===== config.mk =====
export PLATFORM = sky130hd
export DESIGN_NAME = ultrasonic_obstacle_drive_controller_core
export DESIGN_NICKNAME = d
export VERILOG_FILES = /design/src/sv/uodc_pkg.sv /design/src/sv/uodc_parser.sv /design/src/sv/uodc_avg.sv /design/src/sv/uodc_drive.sv /design/src/sv/ultrasonic_obstacle_drive_controller_core.sv
export VERILOG_INCLUDE_DIRS = /design/src /design/src/sv
export SDC_FILE = /design/constraint.sdc
export NUM_CORES = 1
export LEC_CHECK = 0
export BUFFER_PORTS_ARGS = -buffer_cell sky130_fd_sc_hd__buf_2
export CAP_MARGIN = 20
export CORE_MARGIN = 10
export CORE_UTILIZATION = 55
export CTS_BUF_LIST = sky130_fd_sc_hd__clkbuf_16
export DETAILED_ROUTE_END_ITERATION = 12
export PLACE_DENSITY = 0.74
export REMOVE_ABC_BUFFERS = 1
export SYNTH_ARGS = -nofsm -noshare
export SYNTH_HDL_FRONTEND = slang
export SYNTH_SLANG_ARGS = --single-unit

===== constraint.sdc =====
create_clock -name clk -period 12.7 [get_ports clk]
set_input_delay 1.27 -clock clk [delete_from_list [all_inputs] [get_ports clk]]
set_output_delay 1.27 -clock clk [all_outputs]
set_load 0.02 [all_outputs]

===== src/sv/ultrasonic_obstacle_drive_controller_core_macros.svh =====
// Assertion helpers shared by the core's modules.
// Each expects clk and rst_n in the enclosing module.
`ifndef ULTRASONIC_OBSTACLE_DRIVE_CONTROLLER_CORE_MACROS_SVH
`define ULTRASONIC_OBSTACLE_DRIVE_CONTROLLER_CORE_MACROS_SVH

// Consequent must hold in the same cycle as the antecedent
`define UODC_ASSERT_SAME(lbl, ante, cons, msg) \
    lbl: assert property (@(posedge clk) disable iff (!rst_n) (ante) |-> (cons)) \
        else $error(msg);

// Consequent must hold in the cycle after the antecedent
`define UODC_ASSERT_NEXT(lbl, ante, cons, msg) \
    lbl: assert property (@(posedge clk) disable iff (!rst_n) (ante) |=> (cons)) \
        else $error(msg);

`endif


===== src/sv/uodc_pkg.sv =====
package uodc_pkg;

    // Field and state widths
    localparam int CH_NUM    = 4;
    localparam int CH_IDX_W  = 2;
    localparam int DIST_W    = 16;
    localparam int SUM_W     = 20;
    localparam int CNT_W     = 4;
    localparam int LEN_W     = 5;
    localparam int BYTE_W    = 8;
    localparam int CFG_IDX_W = 2;

    // Parameter defaults
    localparam int SAMPLES_DEFAULT  = 10;
    localparam int MAX_BODY_DEFAULT = 19;

    // Link byte codes
    localparam logic [BYTE_W-1:0] BYTE_START = 8'h53;
    localparam logic [BYTE_W-1:0] BYTE_END   = 8'h45;
    localparam logic [BYTE_W-1:0] BYTE_ZERO  = 8'h30;
    localparam logic [BYTE_W-1:0] BYTE_NUL   = 8'h00;
    localparam logic [LEN_W-1:0]  MIN_BODY   = 5'd3;

    // Limit register reset values
    localparam logic [DIST_W-1:0] FRONT_LIMIT_RST      = 16'd30;
    localparam logic [DIST_W-1:0] SIDE_LIMIT_RST       = 16'd45;
    localparam logic [DIST_W-1:0] REAR_CLEAR_LIMIT_RST = 16'd20;
    localparam logic [DIST_W-1:0] REAR_STOP_LIMIT_RST  = 16'd10;

    typedef enum logic [CFG_IDX_W-1:0] {
        CFG_FRONT_LIMIT      = 2'd0,
        CFG_SIDE_LIMIT       = 2'd1,
        CFG_REAR_CLEAR_LIMIT = 2'd2,
        CFG_REAR_STOP_LIMIT  = 2'd3
    } cfg_idx_t;

    typedef enum logic [1:0] {
        PH_HUNT = 2'd0,
        PH_BODY = 2'd1
    } parse_phase_t;

    typedef enum logic [1:0] {
        DS_FORWARD = 2'd0,
        DS_STOP    = 2'd1,
        DS_REVERSE = 2'd2
    } drive_state_t;

    typedef enum logic [1:0] {
        M_NONE    = 2'd0,
        M_FORWARD = 2'd1,
        M_STOP    = 2'd2,
        M_REVERSE = 2'd3
    } motor_cmd_t;

    typedef enum logic [1:0] {
        S_NONE     = 2'd0,
        S_STRAIGHT = 2'd1,
        S_LEFT     = 2'd2,
        S_RIGHT    = 2'd3
    } servo_cmd_t;

    typedef logic [DIST_W-1:0] dist_t;
    typedef dist_t [CH_NUM-1:0] dist_arr_t;

    typedef struct packed {
        logic              req_type;
        logic [BYTE_W-1:0] rx_byte;
    } in_word_t;

    typedef struct packed {
        logic [1:0]  motor_cmd;
        logic [1:0]  servo_cmd;
        logic [1:0]  drive_mode;
        logic        obstacle_near;
        dist_t       front_cm;
        dist_t       side_one_cm;
        dist_t       side_two_cm;
        dist_t       rear_cm;
    } out_word_t;

    // Completed frame handed from parser to averager
    typedef struct packed {
        logic                valid;
        logic [CH_IDX_W-1:0] chan;
        dist_t               value;
    } frame_t;

    typedef struct packed {
        dist_t front_limit;
        dist_t side_limit;
        dist_t rear_clear_limit;
        dist_t rear_stop_limit;
    } limits_t;

    typedef struct packed {
        logic [1:0] motor_cmd;
        logic [1:0] servo_cmd;
        logic [1:0] drive_mode;
        logic       obstacle_near;
    } decision_t;

endpackage


===== src/sv/uodc_parser.sv =====
`include "ultrasonic_obstacle_drive_controller_core_macros.svh"

module uodc_parser #(
    parameter int MAX_FRAME_BODY = uodc_pkg::MAX_BODY_DEFAULT
) (
    input  logic                          clk,
    input  logic                          rst_n,
    input  logic                          take,
    input  logic [uodc_pkg::BYTE_W-1:0]   rx_byte,
    output uodc_pkg::frame_t              frame
);
    import uodc_pkg::*;

    parse_phase_t       phase_reg, phase_next;
    logic [LEN_W-1:0]   body_len_reg, body_len_next;
    logic [BYTE_W-1:0]  chan_reg, chan_next;
    dist_t              value_reg, value_next;
    logic               ended_reg, ended_next;

    logic [LEN_W-1:0]   len_inc;
    logic               is_start, is_end, is_digit, too_long, chan_ok;
    logic [3:0]         digit;
    logic [SUM_W-1:0]   value_wide;
    logic [BYTE_W-1:0]  chan_off;

    assign len_inc    = body_len_reg + LEN_W'(1);
    assign is_start   = (rx_byte == BYTE_START);
    assign is_end     = (rx_byte == BYTE_END);
    assign is_digit   = (rx_byte >= BYTE_ZERO) && (rx_byte <= BYTE_ZERO + 8'd9);
    assign too_long   = (len_inc >= LEN_W'(MAX_FRAME_BODY));
    assign chan_ok    = (chan_reg >= BYTE_ZERO + 8'd1) && (chan_reg <= BYTE_ZERO + 8'd4);
    assign chan_off   = chan_reg - (BYTE_ZERO + 8'd1);

    // value * 10 + digit
    assign digit      = 4'(rx_byte - BYTE_ZERO);
    assign value_wide = SUM_W'({value_reg, 3'b000}) + SUM_W'({value_reg, 1'b0})
                      + SUM_W'(digit);

    // Next phase
    always_comb
    begin
        phase_next = phase_reg;
        if (take)
        begin
            case (phase_reg)
                PH_HUNT:
                begin
                    if (is_start)
                        phase_next = PH_BODY;
                end
                PH_BODY:
                begin
                    if (is_end || too_long)
                        phase_next = PH_HUNT;
                end
                default:
                    phase_next = PH_HUNT;
            endcase
        end
    end

    // Frame fields and completed frame
    always_comb
    begin
        body_len_next = body_len_reg;
        chan_next     = chan_reg;
        value_next    = value_reg;
        ended_next    = ended_reg;
        frame.valid   = 1'b0;
        frame.chan    = chan_off[CH_IDX_W-1:0];
        frame.value   = value_reg;
        if (take)
        begin
            case (phase_reg)
                PH_HUNT:
                begin
                    if (is_start)
                    begin
                        body_len_next = '0;
                        chan_next     = '0;
                        value_next    = '0;
                        ended_next    = 1'b0;
                    end
                end
                PH_BODY:
                begin
                    body_len_next = len_inc;
                    if (is_end)
                    begin
                        frame.valid = (len_inc >= MIN_BODY) && chan_ok;
                    end
                    else if (body_len_reg == LEN_W'(0))
                    begin
                        chan_next = rx_byte;
                    end
                    else if (body_len_reg == LEN_W'(1))
                    begin
                        // NUL separator voids the channel
                        if (rx_byte == BYTE_NUL)
                            chan_next = '0;
                    end
                    else if (!ended_reg)
                    begin
                        if (is_digit)
                            value_next = (|value_wide[SUM_W-1:DIST_W]) ? '1
                                       : value_wide[DIST_W-1:0];
                        else
                            ended_next = 1'b1;
                    end
                end
                default:
                begin
                    body_len_next = body_len_reg;
                end
            endcase
        end
    end

    always_ff @(posedge clk or negedge rst_n)
    begin
        if (!rst_n)
        begin
            phase_reg    <= PH_HUNT;
            body_len_reg <= '0;
            chan_reg     <= '0;
            value_reg    <= '0;
            ended_reg    <= 1'b0;
        end
        else
        begin
            phase_reg    <= phase_next;
            body_len_reg <= body_len_next;
            chan_reg     <= chan_next;
            value_reg    <= value_next;
            ended_reg    <= ended_next;
        end
    end

    `UODC_ASSERT_SAME(a_body_len_bound, phase_reg == PH_BODY, body_len_reg < LEN_W'(MAX_FRAME_BODY), "frame body ran past its limit")

endmodule


===== src/sv/uodc_avg.sv =====
`include "ultrasonic_obstacle_drive_controller_core_macros.svh"

module uodc_avg #(
    parameter int SAMPLES_PER_AVERAGE = uodc_pkg::SAMPLES_DEFAULT
) (
    input  logic                clk,
    input  logic                rst_n,
    input  uodc_pkg::frame_t    frame,
    output uodc_pkg::dist_arr_t avg_dist
);
    import uodc_pkg::*;

    // Reciprocal for sum / SAMPLES_PER_AVERAGE, exact for any SUM_W-bit sum
    localparam int          DIV_SHIFT = SUM_W + $clog2(SAMPLES_PER_AVERAGE);
    localparam longint      DIV_MULT  = ((64'd1 <<< DIV_SHIFT) + SAMPLES_PER_AVERAGE - 1)
                                      / SAMPLES_PER_AVERAGE;
    localparam int          MULT_W    = SUM_W + 2;
    localparam int          PROD_W    = SUM_W + MULT_W;
    localparam logic [MULT_W-1:0] RECIP = MULT_W'(DIV_MULT);

    logic [CNT_W-1:0] count_reg [CH_NUM];
    logic [CNT_W-1:0] count_next;
    logic [SUM_W-1:0] sum_reg   [CH_NUM];
    logic [SUM_W-1:0] sum_next;
    dist_t            avg_reg   [CH_NUM];
    dist_t            avg_next;

    logic [CNT_W-1:0] sel_count;
    logic [SUM_W-1:0] sel_sum;
    logic [PROD_W-1:0] prod;
    logic             full;

    assign sel_count = count_reg[frame.chan];
    assign sel_sum   = sum_reg[frame.chan];
    assign full      = (sel_count >= CNT_W'(SAMPLES_PER_AVERAGE));
    assign prod      = PROD_W'(sel_sum) * PROD_W'(RECIP);

    // Accumulate, or close the average on the frame after a full set
    always_comb
    begin
        if (full)
        begin
            count_next = '0;
            sum_next   = '0;
            avg_next   = prod[DIV_SHIFT +: DIST_W];
        end
        else
        begin
            count_next = sel_count + CNT_W'(1);
            sum_next   = sel_sum + SUM_W'(frame.value);
            avg_next   = avg_reg[frame.chan];
        end
    end

    always_ff @(posedge clk or negedge rst_n)
    begin
        if (!rst_n)
        begin
            for (int i = 0; i < CH_NUM; i++)
            begin
                count_reg[i] <= '0;
                sum_reg[i]   <= '0;
                avg_reg[i]   <= '0;
            end
        end
        else if (frame.valid)
        begin
            count_reg[frame.chan] <= count_next;
            sum_reg[frame.chan]   <= sum_next;
            avg_reg[frame.chan]   <= avg_next;
        end
    end

    always_comb
    begin
        for (int i = 0; i < CH_NUM; i++)
            avg_dist[i] = avg_reg[i];
    end

    `UODC_ASSERT_SAME(a_count_bound, frame.valid, sel_count <= CNT_W'(SAMPLES_PER_AVERAGE), "sample count past its set size")

endmodule


===== src/sv/uodc_drive.sv =====
module uodc_drive (
    input  logic                clk,
    input  logic                rst_n,
    input  logic                tick,
    input  uodc_pkg::limits_t   limits,
    input  uodc_pkg::dist_arr_t avg_dist,
    output uodc_pkg::decision_t dec
);
    import uodc_pkg::*;

    drive_state_t state_reg, state_next;
    dist_t        v_front, v_side1, v_side2, v_rear;
    logic         front_near, side1_near, side2_near, rear_clear, rear_stop;

    assign v_front    = avg_dist[0];
    assign v_side1    = avg_dist[1];
    assign v_side2    = avg_dist[2];
    assign v_rear     = avg_dist[3];
    assign front_near = (v_front <= limits.front_limit);
    assign side1_near = (v_side1 <= limits.side_limit);
    assign side2_near = (v_side2 <= limits.side_limit);
    assign rear_clear = (v_rear > limits.rear_clear_limit);
    assign rear_stop  = (v_rear <= limits.rear_stop_limit);

    // Next state
    always_comb
    begin
        case (state_reg)
            DS_FORWARD: state_next = front_near ? DS_STOP : DS_FORWARD;
            DS_STOP:
            begin
                if (front_near && rear_clear)
                    state_next = DS_REVERSE;
                else if (!front_near)
                    state_next = DS_FORWARD;
                else
                    state_next = DS_STOP;
            end
            DS_REVERSE: state_next = DS_STOP;
            default:    state_next = DS_STOP;
        endcase
    end

    // Commands
    always_comb
    begin
        dec.motor_cmd = M_NONE;
        dec.servo_cmd = S_NONE;
        case (state_reg)
            DS_FORWARD:
            begin
                if (front_near)
                    dec.motor_cmd = M_STOP;
                else if (!side1_near && !side2_near)
                begin
                    dec.servo_cmd = S_STRAIGHT;
                    dec.motor_cmd = M_FORWARD;
                end
                else if (side1_near)
                    dec.servo_cmd = S_LEFT;
                else
                    dec.servo_cmd = S_RIGHT;
            end
            DS_STOP:
            begin
                if (front_near && rear_clear)
                begin
                    dec.motor_cmd = M_REVERSE;
                    dec.servo_cmd = side1_near ? S_RIGHT : S_LEFT;
                end
                else if (!front_near)
                    dec.motor_cmd = M_FORWARD;
                else
                    dec.motor_cmd = M_STOP;
            end
            DS_REVERSE:
            begin
                if (rear_stop)
                    dec.motor_cmd = M_STOP;
            end
            default:
                dec.motor_cmd = M_STOP;
        endcase
        dec.drive_mode    = state_next;
        dec.obstacle_near = (v_front < limits.front_limit) || side2_near || side1_near
                          || (v_rear < limits.rear_stop_limit);
    end

    always_ff @(posedge clk or negedge rst_n)
    begin
        if (!rst_n)
            state_reg <= DS_FORWARD;
        else if (tick)
            state_reg <= state_next;
    end

endmodule


===== src/sv/ultrasonic_obstacle_drive_controller_core.sv =====
// A word accepted is registered in; when it advances, a tick's result is registered in the
// output register and out_valid is set. Link bytes never wait on the output side.
// Throughput: one word per cycle unless a tick meets a full, stalled output.
// Reset (rst_n low, async): parser hunts for a start byte, sums, counts and
// averages clear, drive state goes to forward, limits take their defaults.
`include "ultrasonic_obstacle_drive_controller_core_macros.svh"

module ultrasonic_obstacle_drive_controller_core #(
    parameter int SAMPLES_PER_AVERAGE = uodc_pkg::SAMPLES_DEFAULT,
    parameter int MAX_FRAME_BODY      = uodc_pkg::MAX_BODY_DEFAULT
) (
    input  logic                           clk,
    input  logic                           rst_n,
    input  logic                           in_valid,
    output logic                           in_stall,
    input  uodc_pkg::in_word_t             in_data,
    output logic                           out_valid,
    input  logic                           out_stall,
    output uodc_pkg::out_word_t            out_data,
    input  logic                           cfg_wr_en,
    input  logic [uodc_pkg::CFG_IDX_W-1:0] cfg_addr,
    input  logic [uodc_pkg::DIST_W-1:0]    cfg_wdata
);
    import uodc_pkg::*;

    logic      in_valid_reg;
    in_word_t  in_word_reg;
    logic      out_valid_reg, out_valid_next;
    out_word_t out_word_reg, out_word_next;
    limits_t   limits_reg;

    logic      advance, byte_go, tick_go;
    frame_t    frame;
    dist_arr_t avg_dist;
    decision_t dec;

    // Input stage moves unless a tick meets a full, stalled output
    assign advance  = in_valid_reg && (!in_word_reg.req_type || !out_valid_reg || !out_stall);
    assign in_stall = in_valid_reg && !advance;
    assign byte_go  = advance && !in_word_reg.req_type;
    assign tick_go  = advance && in_word_reg.req_type;

    always_ff @(posedge clk or negedge rst_n)
    begin
        if (!rst_n)
            in_valid_reg <= 1'b0;
        else if (!in_stall)
            in_valid_reg <= in_valid;
    end

    always_ff @(posedge clk)
    begin
        if (in_valid && !in_stall)
            in_word_reg <= in_data;
    end

    // Limit registers
    always_ff @(posedge clk or negedge rst_n)
    begin
        if (!rst_n)
        begin
            limits_reg.front_limit      <= FRONT_LIMIT_RST;
            limits_reg.side_limit       <= SIDE_LIMIT_RST;
            limits_reg.rear_clear_limit <= REAR_CLEAR_LIMIT_RST;
            limits_reg.rear_stop_limit  <= REAR_STOP_LIMIT_RST;
        end
        else if (cfg_wr_en)
        begin
            case (cfg_idx_t'(cfg_addr))
                CFG_FRONT_LIMIT:      limits_reg.front_limit      <= cfg_wdata;
                CFG_SIDE_LIMIT:       limits_reg.side_limit       <= cfg_wdata;
                CFG_REAR_CLEAR_LIMIT: limits_reg.rear_clear_limit <= cfg_wdata;
                CFG_REAR_STOP_LIMIT:  limits_reg.rear_stop_limit  <= cfg_wdata;
                default:              limits_reg <= limits_reg;
            endcase
        end
    end

    uodc_parser #(
        .MAX_FRAME_BODY (MAX_FRAME_BODY)
    ) u_parser (
        .clk     (clk),
        .rst_n   (rst_n),
        .take    (byte_go),
        .rx_byte (in_word_reg.rx_byte),
        .frame   (frame)
    );

    uodc_avg #(
        .SAMPLES_PER_AVERAGE (SAMPLES_PER_AVERAGE)
    ) u_avg (
        .clk      (clk),
        .rst_n    (rst_n),
        .frame    (frame),
        .avg_dist (avg_dist)
    );

    uodc_drive u_drive (
        .clk      (clk),
        .rst_n    (rst_n),
        .tick     (tick_go),
        .limits   (limits_reg),
        .avg_dist (avg_dist),
        .dec      (dec)
    );

    // Result word
    always_comb
    begin
        out_word_next.motor_cmd     = dec.motor_cmd;
        out_word_next.servo_cmd     = dec.servo_cmd;
        out_word_next.drive_mode    = dec.drive_mode;
        out_word_next.obstacle_near = dec.obstacle_near;
        out_word_next.front_cm      = avg_dist[0];
        out_word_next.side_one_cm   = avg_dist[1];
        out_word_next.side_two_cm   = avg_dist[2];
        out_word_next.rear_cm       = avg_dist[3];
    end

    always_comb
    begin
        if (tick_go)
            out_valid_next = 1'b1;
        else if (out_valid_reg && !out_stall)
            out_valid_next = 1'b0;
        else
            out_valid_next = out_valid_reg;
    end

    always_ff @(posedge clk or negedge rst_n)
    begin
        if (!rst_n)
            out_valid_reg <= 1'b0;
        else
            out_valid_reg <= out_valid_next;
    end

    always_ff @(posedge clk)
    begin
        if (tick_go)
            out_word_reg <= out_word_next;
    end

    assign out_valid = out_valid_reg;
    assign out_data  = out_word_reg;

    `UODC_ASSERT_NEXT(a_tick_gives_word, tick_go, out_valid_reg, "tick left no result word")
    `UODC_ASSERT_NEXT(a_byte_no_word, !out_valid_reg && !tick_go, !out_valid_reg, "result word without a tick")
    `UODC_ASSERT_SAME(a_stall_cause, in_stall, in_word_reg.req_type && out_valid_reg && out_stall, "input held without a blocked tick")

endmodule

### Yosys cells after proc, flatten, opt, wreduce, memory -nomap -nowiden

Cells that the tools add are included.

* divide/modulo/power cells: 0
* shifts and indexed selects: 0
* multipliers: 1
* eq/ne operators: 18
* reductions and logical operators: 42
* add/sub/neg operators: 7
* muxes and demuxes: 67
* magnitude comparators: 16
* bitwise logic cells: 1

Operators with widths (number)
* $mux 16: 11
* $bwmux 80: 1
* $mux 20: 4
* $bwmux 64: 1
* $le 16x16->1: 4
* $bmux 20 s2: 1
* $demux 20 s2: 1
* $mux 8: 5
* $mul 20x20->39 const B: 1
* $bmux 16 s2: 1
* $demux 16 s2: 1
* $lt 16x16->1: 2
* $pmux 16 s2: 1
* $add 19x17->20: 1
* $add 20x16->20: 1
* $add 20x4->20: 1
* $mux 2: 10
* $bwmux 16: 1
* $eq 8x7->1 const B: 2
* $ge 8x6->1 const B: 2
* $gt 16x16->1: 1
* $le 8x6->1 const B: 2
* $mux 4: 4
* $pmux 8 s2: 1
* other kinds (36): 92

* memories: 0
* memory bits (writable): 0
* flip-flop bits (word level): 340
* logic and storage cells: 186
* ROM bits: 0
* bits in latches: 0
* input bits: 32
* output and inout port bits: 73

### Longest topological paths before layout

Gate-level depths: netlist of run 1.

* word-level depth: 10
* mapped depth: 34

### By module

A second synthesis of run 1 with hierarchy kept.

* cell total of the unflattened synthesis: 2293
* area, all modules: 24549.8 µm²

Modules (own cells, without submodules)
* uodc_avg: sequential area each 4003.8 µm², cells each 1470, instances 1, area each 14775.4 µm²
* ultrasonic_obstacle_drive_controller_core: sequential area each 4068.9 µm², cells each 227, instances 1, area each 4923.5 µm²
* uodc_parser: sequential area each 775.7 µm², cells each 307, instances 1, area each 2707.6 µm²
* uodc_drive: sequential area each 50.0 µm², cells each 289, instances 1, area each 2143.3 µm²

### Worst setup path before layout of run 1

Ideal clock, no wire load.

* kind: reg-to-reg
* start point: register u_parser.chan_reg[0]
* end point: register u_avg.avg_reg (netlist bit u_avg.avg_dist[31])
* path buffers: 6
* arrival: 8.685 ns
* cell stages (with the launch flop): 31
* required time: 12.575 ns
* slack: 3.891 ns
* library setup time: 0.125 ns
* cells stage by stage: dfrtp_1 > buf_6 > buf_2 > buf_2 > buf_2 > inv_1 > ha_1 > buf_1 > clkbuf_1 > mux4_2 > ha_1 > ha_1 > inv_1 > fa_1 > inv_1 > fa_1 > fa_1 > fa_1 > inv_1 > fa_1 > inv_1 > ha_1 > a21oi_1 > o211ai_1 > a311o_1 > o31ai_2 > a21oi_2 > a221o_1 > xnor2_1 > o21ai_1 > mux2_2

* word-level cells in the longest chain between the ends: 8

RTL lines
* start: declaration: RTL line uodc_parser.sv:16 `logic [BYTE_W-1:0] chan_reg, chan_next;`
* start signal: assignment: RTL line uodc_parser.sv:133 `chan_reg <= chan_next;`
* $sub 2x1->2: RTL line uodc_parser.sv:32 `assign chan_off = chan_reg - (BYTE_ZERO + 8'd1);`
* $not 2->3 (implied by the code)
* $bmux 20 s2 or $bmux 4 s2 (tied branches): RTL line uodc_avg.sv:34, uodc_avg.sv:33
* $mux 20 (implied by the code) or $mux 4 (tied branches) (2 in series): RTL line uodc_avg.sv:34, uodc_avg.sv:33
* $mul 20x20->39 or $ge 4x4->1 (tied branches): RTL line uodc_avg.sv:36, uodc_avg.sv:35
* $mux 16: RTL line uodc_avg.sv:41 `if (full)`
* $bwmux 64: RTL line uodc_avg.sv:70 `avg_reg[frame.chan] <= avg_next;`
* end signal: indexed assignment: RTL line uodc_avg.sv:70
* end: declaration: RTL line uodc_avg.sv:25 `dist_t avg_reg [CH_NUM];`

Parallel ways exist; a longest one is shown, timed or not. The select of a mux whose other input is x is not followed.
A chain may end at the register's enable or synchronous reset.

### Final worst setup path of run 1

* start point: register u_parser.chan_reg[1]
* end point: register u_avg.avg_reg (netlist bit u_avg.avg_dist[47])

Same word-level chain as after synthesis.

==> run metrics, run 1 <==
status finished clean; period utilization 66.06%; Area Overhead vs Synth 9.650%; vias in the first global route 18.20k; sequential area share after synthesis between 30% and 40%; initial detailed-routing violation count around 1.3k; RSZ-0062 raised after global routing no; DRC 0; Yosys top cell by area dfrtp_1; Layout Skew slightly above 0.02 ns; gr busiest metal met2; Total Power 2.500 mW; DR pass1 iterations 6; fill count about 3.6k; Worst Setup Start Kind register; share of layout cells above drive strength 1 approximately an eighth; mapped cell area approximately 24000 um^2; cts repair resizes 0; num ports about 110; reg2reg start u_parser.chan_reg[1]; first-pass GRT wire length 98900 um; top-count cell post-synth nand2_1; R2R depth 25; Max transition margin between 20% and 30%; Sw Share around a quarter; final hold viol count 0; GR Layer Usage met1 about a third; Leak 14.19 nW; Initial Utilization around 55%; PortBufs between 100 and 150; Worst Setup Slack, final approximately 4.3 ns; cts hold-fix bufs 0; share of the synthesized area in the top cell type about a quarter; Cells after DPL roughly 3k; largest net degree at the start of global routing just over 100; gr usage total a little under a quarter; post-route ant nets 0; number of cell rows slightly below 80; Crit. End Element register; grt ovf 0; Via Count 17.44k; final HPWL from detailed placement 46340 um; fmax 119.2 MHz; Max FO, Critical Path 40; internal power component about 1.9 mW; number of flops mapped to enable cells by yosys 80; Avg Cell Area, Syn 10.58 um^2; Total Neg Setup Slack 0 ns; hold_ws about 0.47 ns; Yosys cell types between 70 and 80; final count of negative-setup-slack endpoints 0; Slew @ Worst Pin ~1.1 ns; synth top area cells dfrtp_1 25%, ha_1 17%, fa_1 11%; Core Util, Final 60.80%; hold path start u_avg.sum_reg[68]; register bit count reported by yosys 339; Min-Delay Path Class register to register; DP Worst Slack roughly 4.4 ns; Max Slew Vio Count 0; share of flip-flops with an asynchronous set or reset between 70% and 80%; reg2reg setup slack between 4 and 5 ns; Hold EP u_avg.sum_reg[68]; pwr dens ~93 nW/um^2; Critical Path Source u_parser.chan_reg[1]; Data required, critical path between 10 and 15 ns; die extent in y about 230 um; Clk pin slew, worst setup/hold paths approximately 0.060 ns; Die Wd around 230 um; # Max-Cap Violations 0; CTS root buf clkbuf_16; Core Box Area around 44000 um^2; max FFs per register 80; switching power total about 0.61 mW; CP Class register to register; DIE AREA approximately 53000 um^2; CTS tree yes; Yosys Warn Count 0; final non-filler cell total approximately 3.0k; worst reg2reg path endpoint u_avg.avg_dist[47]; WL/cell 20.13 um; initial antenna violation count 0; final wirelength around 61000 um; M3 GR Usage under 10%; post-route cell area about 27000 um^2; crit path DAT between 8 and 9 ns; Final Wtd Congestion between 0.9 and 1; Peak VDD IR between 0.1 and 0.15 mV; Synth top cells by count 378 x nand2_1, 336 x ha_1, 279 x inv_1; minimum clock period between 8 and 9 ns; Synth Instances 2308; Post-CTS Setup Inserts 0; TritonCTS Buffers 37; DR vias/cell 5.768; NumNets Final a little under 3k; CTS Sinks approximately 340; Flop pwr share 48.2%; Combinational Power Share a little under a tenth; met2 Use GR a little under two fifths; Clock Path Buffers 3; H-tree levels 2; number of diodes 0; Synth Flop Type dfrtp_1; Post-DP Area between 20000 and 30000 um^2; Clock Latency Late Sink between 0.5 and 0.6 ns; Clock power frac between 40% and 50%; Hold Crit Depth 2
==> cell families (layout without fill, tap and decap cells) <==
group,after synthesis,in the layout,share of synthesized area (%)
AOI/OAI and AO/OA,387,387,9.911
xor gates and xnor gates,71,71,2.547
adders and majority gates,468,468,28.04
buffers and inverters,345,468,5.453
DFF,339,339,36.45
muxes,117,117,7.221
and+or+nand+nor,581,581,10.38
==> cell type report <==
cell class	instances	area (um^2)	area share, %
clock buffer	39	975.9	3.646
clock inverter	27	215.2	0.8039
inverter	279	1047	3.912
multi-input combinational	1624	14210	53.07
sequential	339	8900	33.24
tap	592	740.7	2.767
timing repair buffer	123	685.7	2.561
==> worst max-delay path, cell delays in order (launching register included) <==
cell and delay, ns:
dfrtp_1 0.39, inv_1 0.11, ha_2 0.32, buf_4 0.54, mux4_2 0.55, ha_1 0.43, ha_1 0.31, inv_1 0.05
fa_1 0.53, inv_1 0.06, fa_1 0.53, fa_1 0.52, fa_1 0.54, inv_1 0.05, fa_1 0.50, inv_1 0.04
ha_1 0.32, a21oi_1 0.28, o211ai_1 0.16, a311o_1 0.37, o31ai_2 0.50, a21oi_2 0.18, a221o_1 0.36, xnor2_1 0.17
o21ai_1 0.12, mux2_2 0.30
==> per-layer routing <==
layer | wire, um | part of all wire, %
met5 | 0 | 0
met2 | 29330 | 48
met1 | 26920 | 44
met4 | 1057 | 1.7
met3 | 3556 | 5.8
==> power groups by stage <==
| stage | sequential, mW | clock, mW | combinational [mW] |
|---|---|---|---|
| after floorplan | 1.23 | 0 | 0.136 |
| after global routing | 1.21 | 1.12 | 0.264 |
| after CTS | 1.21 | 1.07 | 0.235 |
| final | 1.21 | 1.06 | 0.236 |
| after detailed placement | 1.23 | 0 | 0.232 |
| after global placement | 1.22 | 0 | 0.220 |
==> cell usage in the layout (no fill, tap or decap), types with 10 or more instances in the layout <==
cell type	count
nand2_1	378
ha_1	335
inv_1	286
dfrtp_1	246
fa_1	132
a21oi_1	107
buf_2	103
o21ai_0	86
edfxtp_1	80
mux2_2	73
nor2_1	63
a21o_1	53
mux4_2	40
clkbuf_16	39
xor2_1	37
xnor2_1	34
nor3_1	23
o21a_1	22
o21ai_1	21
nand4_1	18
buf_4	18
and2_1	17
o31ai_1	16
nand3_1	15
a31oi_1	15
nand2b_1	14
nor2b_1	13
dfstp_2	12
and3_1	11
o211ai_1	10
o21bai_1	10
==> worst max-delay path by stage <==
stage	to	slack (ns)
CTS	u_avg.avg_dist[47]	4.35
floorplan	u_avg.avg_dist[15]	3.21
global placement	u_avg.avg_dist[47]	4.53
finish	u_avg.avg_dist[47]	4.31
global route	u_avg.avg_dist[47]	4.00
detailed placement	u_avg.avg_dist[47]	4.38
No activity file was read; power rests on OpenSTA's default activity.
==> run 2: changes to the inputs <==
--- a/config.mk
+++ b/config.mk
@@ -6,13 +6,14 @@
 export SDC_FILE = /design/constraint.sdc
 export NUM_CORES = 1
 export LEC_CHECK = 0
+export ABC_AREA = 1
 export BUFFER_PORTS_ARGS = -buffer_cell sky130_fd_sc_hd__buf_2
 export CAP_MARGIN = 20
 export CORE_MARGIN = 10
 export CORE_UTILIZATION = 55
 export CTS_BUF_LIST = sky130_fd_sc_hd__clkbuf_16
 export DETAILED_ROUTE_END_ITERATION = 12
-export PLACE_DENSITY = 0.74
+export PLACE_DENSITY = 0.77
 export REMOVE_ABC_BUFFERS = 1
 export SYNTH_ARGS = -nofsm -noshare
 export SYNTH_HDL_FRONTEND = slang
==> constraint.sdc (replaced) <==
create_clock -name clk -period 7.7 [get_ports clk]
set_input_delay 0.77 -clock clk [delete_from_list [all_inputs] [get_ports clk]]
set_output_delay 0.77 -clock clk [all_outputs]
set_load 0.02 [all_outputs]
==> run 2 against run 1 <==
Net effect: worst hold slack got worse by 0.20 ns; final cell count up 23%; register-to-register slack got worse by 4.0 ns; clock skew rose by 0.0022 ns; synthesized cell count rose by 30%; critical path depth did not move; core utilization decreased by 0.45 points; fmax rose by 14%; cell area increased by 4.5%; first-iteration DRC count up 33%.
==> run metrics, run 2 <==
Core Box Area 46360 um^2 (+5.3%); reg2reg setup slack 0.32 ns (-4.00 ns); crit path DAT 7.76 ns (-1.05 ns); Min-Delay Path Class input port to async pin; Die Wd 236.1 um (+2.4%); final HPWL from detailed placement 55520 um (+20%); DR pass1 iterations 8 (+2); Slew @ Worst Pin 1.011 ns (-0.08406 ns); final count of negative-setup-slack endpoints 0 (unchanged); final non-filler cell total 3725 (+23%); post-route ant nets 0 (unchanged); RSZ-0062 raised after global routing no; minimum clock period 7.384 ns (-1.005 ns); share of flip-flops with an asynchronous set or reset 76.40% (unchanged); initial antenna violation count 0 (unchanged); mapped cell area 25700 um^2 (+5.2%); largest net degree at the start of global routing 158 (+53%); CTS tree yes; gr usage total 25.06% (+1.9 points); NumNets Final 3593 (+24%); Area Overhead vs Synth 8.877%; Cells after DPL 3659 (+24%); CP Class register to register; Max Slew Vio Count 0 (unchanged); number of flops mapped to enable cells by yosys 80 (unchanged); fmax 135.4 MHz (+14%); period utilization 95.90% (+30 points); cts hold-fix bufs 0 (unchanged); Synth Flop Type dfrtp_1; Avg Cell Area, Syn 8.588 um^2 (-19%); Core Util, Final 60.35% (-0.45 points); sequential area share after synthesis 34.63% (-1.8 points); Detail Route met3 WL 4383 um (+23%); Worst path slowest cell fa_1; register bit count reported by yosys 339 (unchanged); vias in the first global route 20.99k (+15%); Data required, critical path 8.08 ns (-5.05 ns); Layout Skew 0.02247 ns (+0.002222 ns); share of layout cells above drive strength 1 8.980% (-4.1 points); CTS Sinks 339 (unchanged); met2 WL 34560 um (+18%); Worst Setup Start Kind register; commonest non-fill, non-tap cell in the layout nand2_1; Synth Instances 2992 (+30%); H-tree levels 2 (unchanged); length of routed wiring on met1 29610 um (+10%); first-pass GRT wire length 113600 um (+15%); grt ovf 0 (unchanged); DIE AREA 55760 um^2 (+4.8%); DRC 0 (unchanged); final hold viol count 0 (unchanged); Max transition margin 32.61% (+5.9 points); number of cell rows 79 (+2.6%); commonest cells after routing, fill and taps aside 734 x nand2_1, 444 x inv_1, 336 x ha_1; Via Count 20.95k (+20%); Yosys top cell by area dfrtp_1; top-count cell post-synth nand2_1; Synth top cells by count 734 x nand2_1, 440 x inv_1, 336 x ha_1; final wirelength 70970 um (+17%); Max Used Layer met4; most used cell, CP ha_1; Clock Latency Late Sink 0.52 ns (-0.03 ns); DR vias/cell 5.625 (-2.5%); Clock Path Buffers 3 (unchanged); Yosys Warn Count 0 (unchanged); status finished clean; number of diodes 0 (unchanged); initial detailed-routing violation count 1722 (+33%); Max FO, Critical Path 31 (-23%); worst stage delay on the critical path 0.54 ns (about the same); TritonCTS Buffers 35 (-5.4%); WL/cell 19.05 um (-5.4%); Crit. End Element register; Final Wtd Congestion 1.044 (+14%); CTS root buf clkbuf_16; Initial Utilization 55.43% (about the same); share of the synthesized area in the top cell type 24.05% (-1.3 points); Total Neg Setup Slack 0 ns (unchanged); die extent in y 236.1 um (+2.4%); Clk pin slew, worst setup/hold paths 0.07 ns (about the same); # Max-Cap Violations 0 (unchanged); synth top area cells dfrtp_1 24%, ha_1 16%, nand2_1 11%; Yosys cell types 58 (-18%); fill count 3959 (+10%); num ports 105 (unchanged); max FFs per register 80 (unchanged); PortBufs 104 (unchanged)
==> run 2: changes by cell type after synthesis, moves of 17 or more <==
| cell | delta |
|---|---|
| mux2_2 | -73 |
| mux4_2 | -40 |
| nand3_1 | +90 |
| clkbuf_1 | -20 |
| o22ai_1 | +17 |
| o21ai_1 | +43 |
| o21ai_0 | +140 |
| nor2_1 | +101 |
| xnor2_1 | -18 |
| nand2_1 | +356 |
| inv_1 | +161 |
| a21o_1 | -34 |
==> run 2: cell type report <==
cell class / count / area, um^2 / share of cell area (%)
multi-input cells: 2128 / 14690 / 52.50
well taps: 607 / 759.5 / 2.715
flip-flops and latches: 339 / 8900 / 31.81
inverters: 452 / 1697 / 6.064
clock inverters: 27 / 219.0 / 0.7826
clock buffers: 35 / 875.8 / 3.131
repair buffers: 137 / 837.1 / 2.992
==> run 2: logic make-up after synthesis <==
kind of cell	synth area share (%)
xor+xnor	1.363
fa+ha+maj	26.64
flops	34.63
buf+inv	8.214
compound gates	11.17
simple gates	17.98
==> run 2: path summary, 6_finish.rpt <==
kind,startpoint,end,cells after the start
hold reg to reg,u_avg.sum_reg[52],u_avg.sum_reg[52],2
setup reg to reg,u_parser.chan_reg[1],u_avg.avg_dist[17],25
hold / removal,rst_n,limits_reg[9],1
setup / recovery,u_parser.chan_reg[1],u_avg.avg_dist[17],25
min in group clk,in_data[5],in_word_reg[5],1
max in group asynchronous,rst_n,u_parser.chan_reg[0],2
==> run 2: stage by stage <==
stage	hold WS (ns)	cell area [um^2]	worst slack, ns
after floorplan	0.4469	25280	-1.649
after global placement	0.4605	26820	0.4091
after detailed placement	0.4655	26820	0.3408
after CTS	0.3258	27910	0.3248
after global routing	0.3257	27980	0.01960
final	0.2768	27980	0.3155
==> run 2: per-layer routing <==
layer / vias to the layer above / track usage [%]
li1: 9957 / -
met1: 10060 / 32.00
met2: 774 / 42.97
met3: 167 / 3.359
met4: 0 / 8.666
met5: - / 0
==> run 2: timing repair <==
item	4_1_cts	5_1_grt
setup buffers	0	0
resized for setup	0	3
endpoints found under the setup margin	0	12
==> run 2: critical path: cells and delay by family, from the launching register on <==
kind,cells,cell delay (ns)
flip-flops,1,0.38
buffers and inverters,3,0.54
AND/OR/NAND/NOR,3,0.62
XOR/XNOR,1,0.19
adder cells (fa/ha/maj),9,3.67
AO/OA/AOI/OAI,9,1.83
Power of run 2 is not shown: default switching activity piles up to over one toggle a cycle in this logic, so the estimate is an artifact.
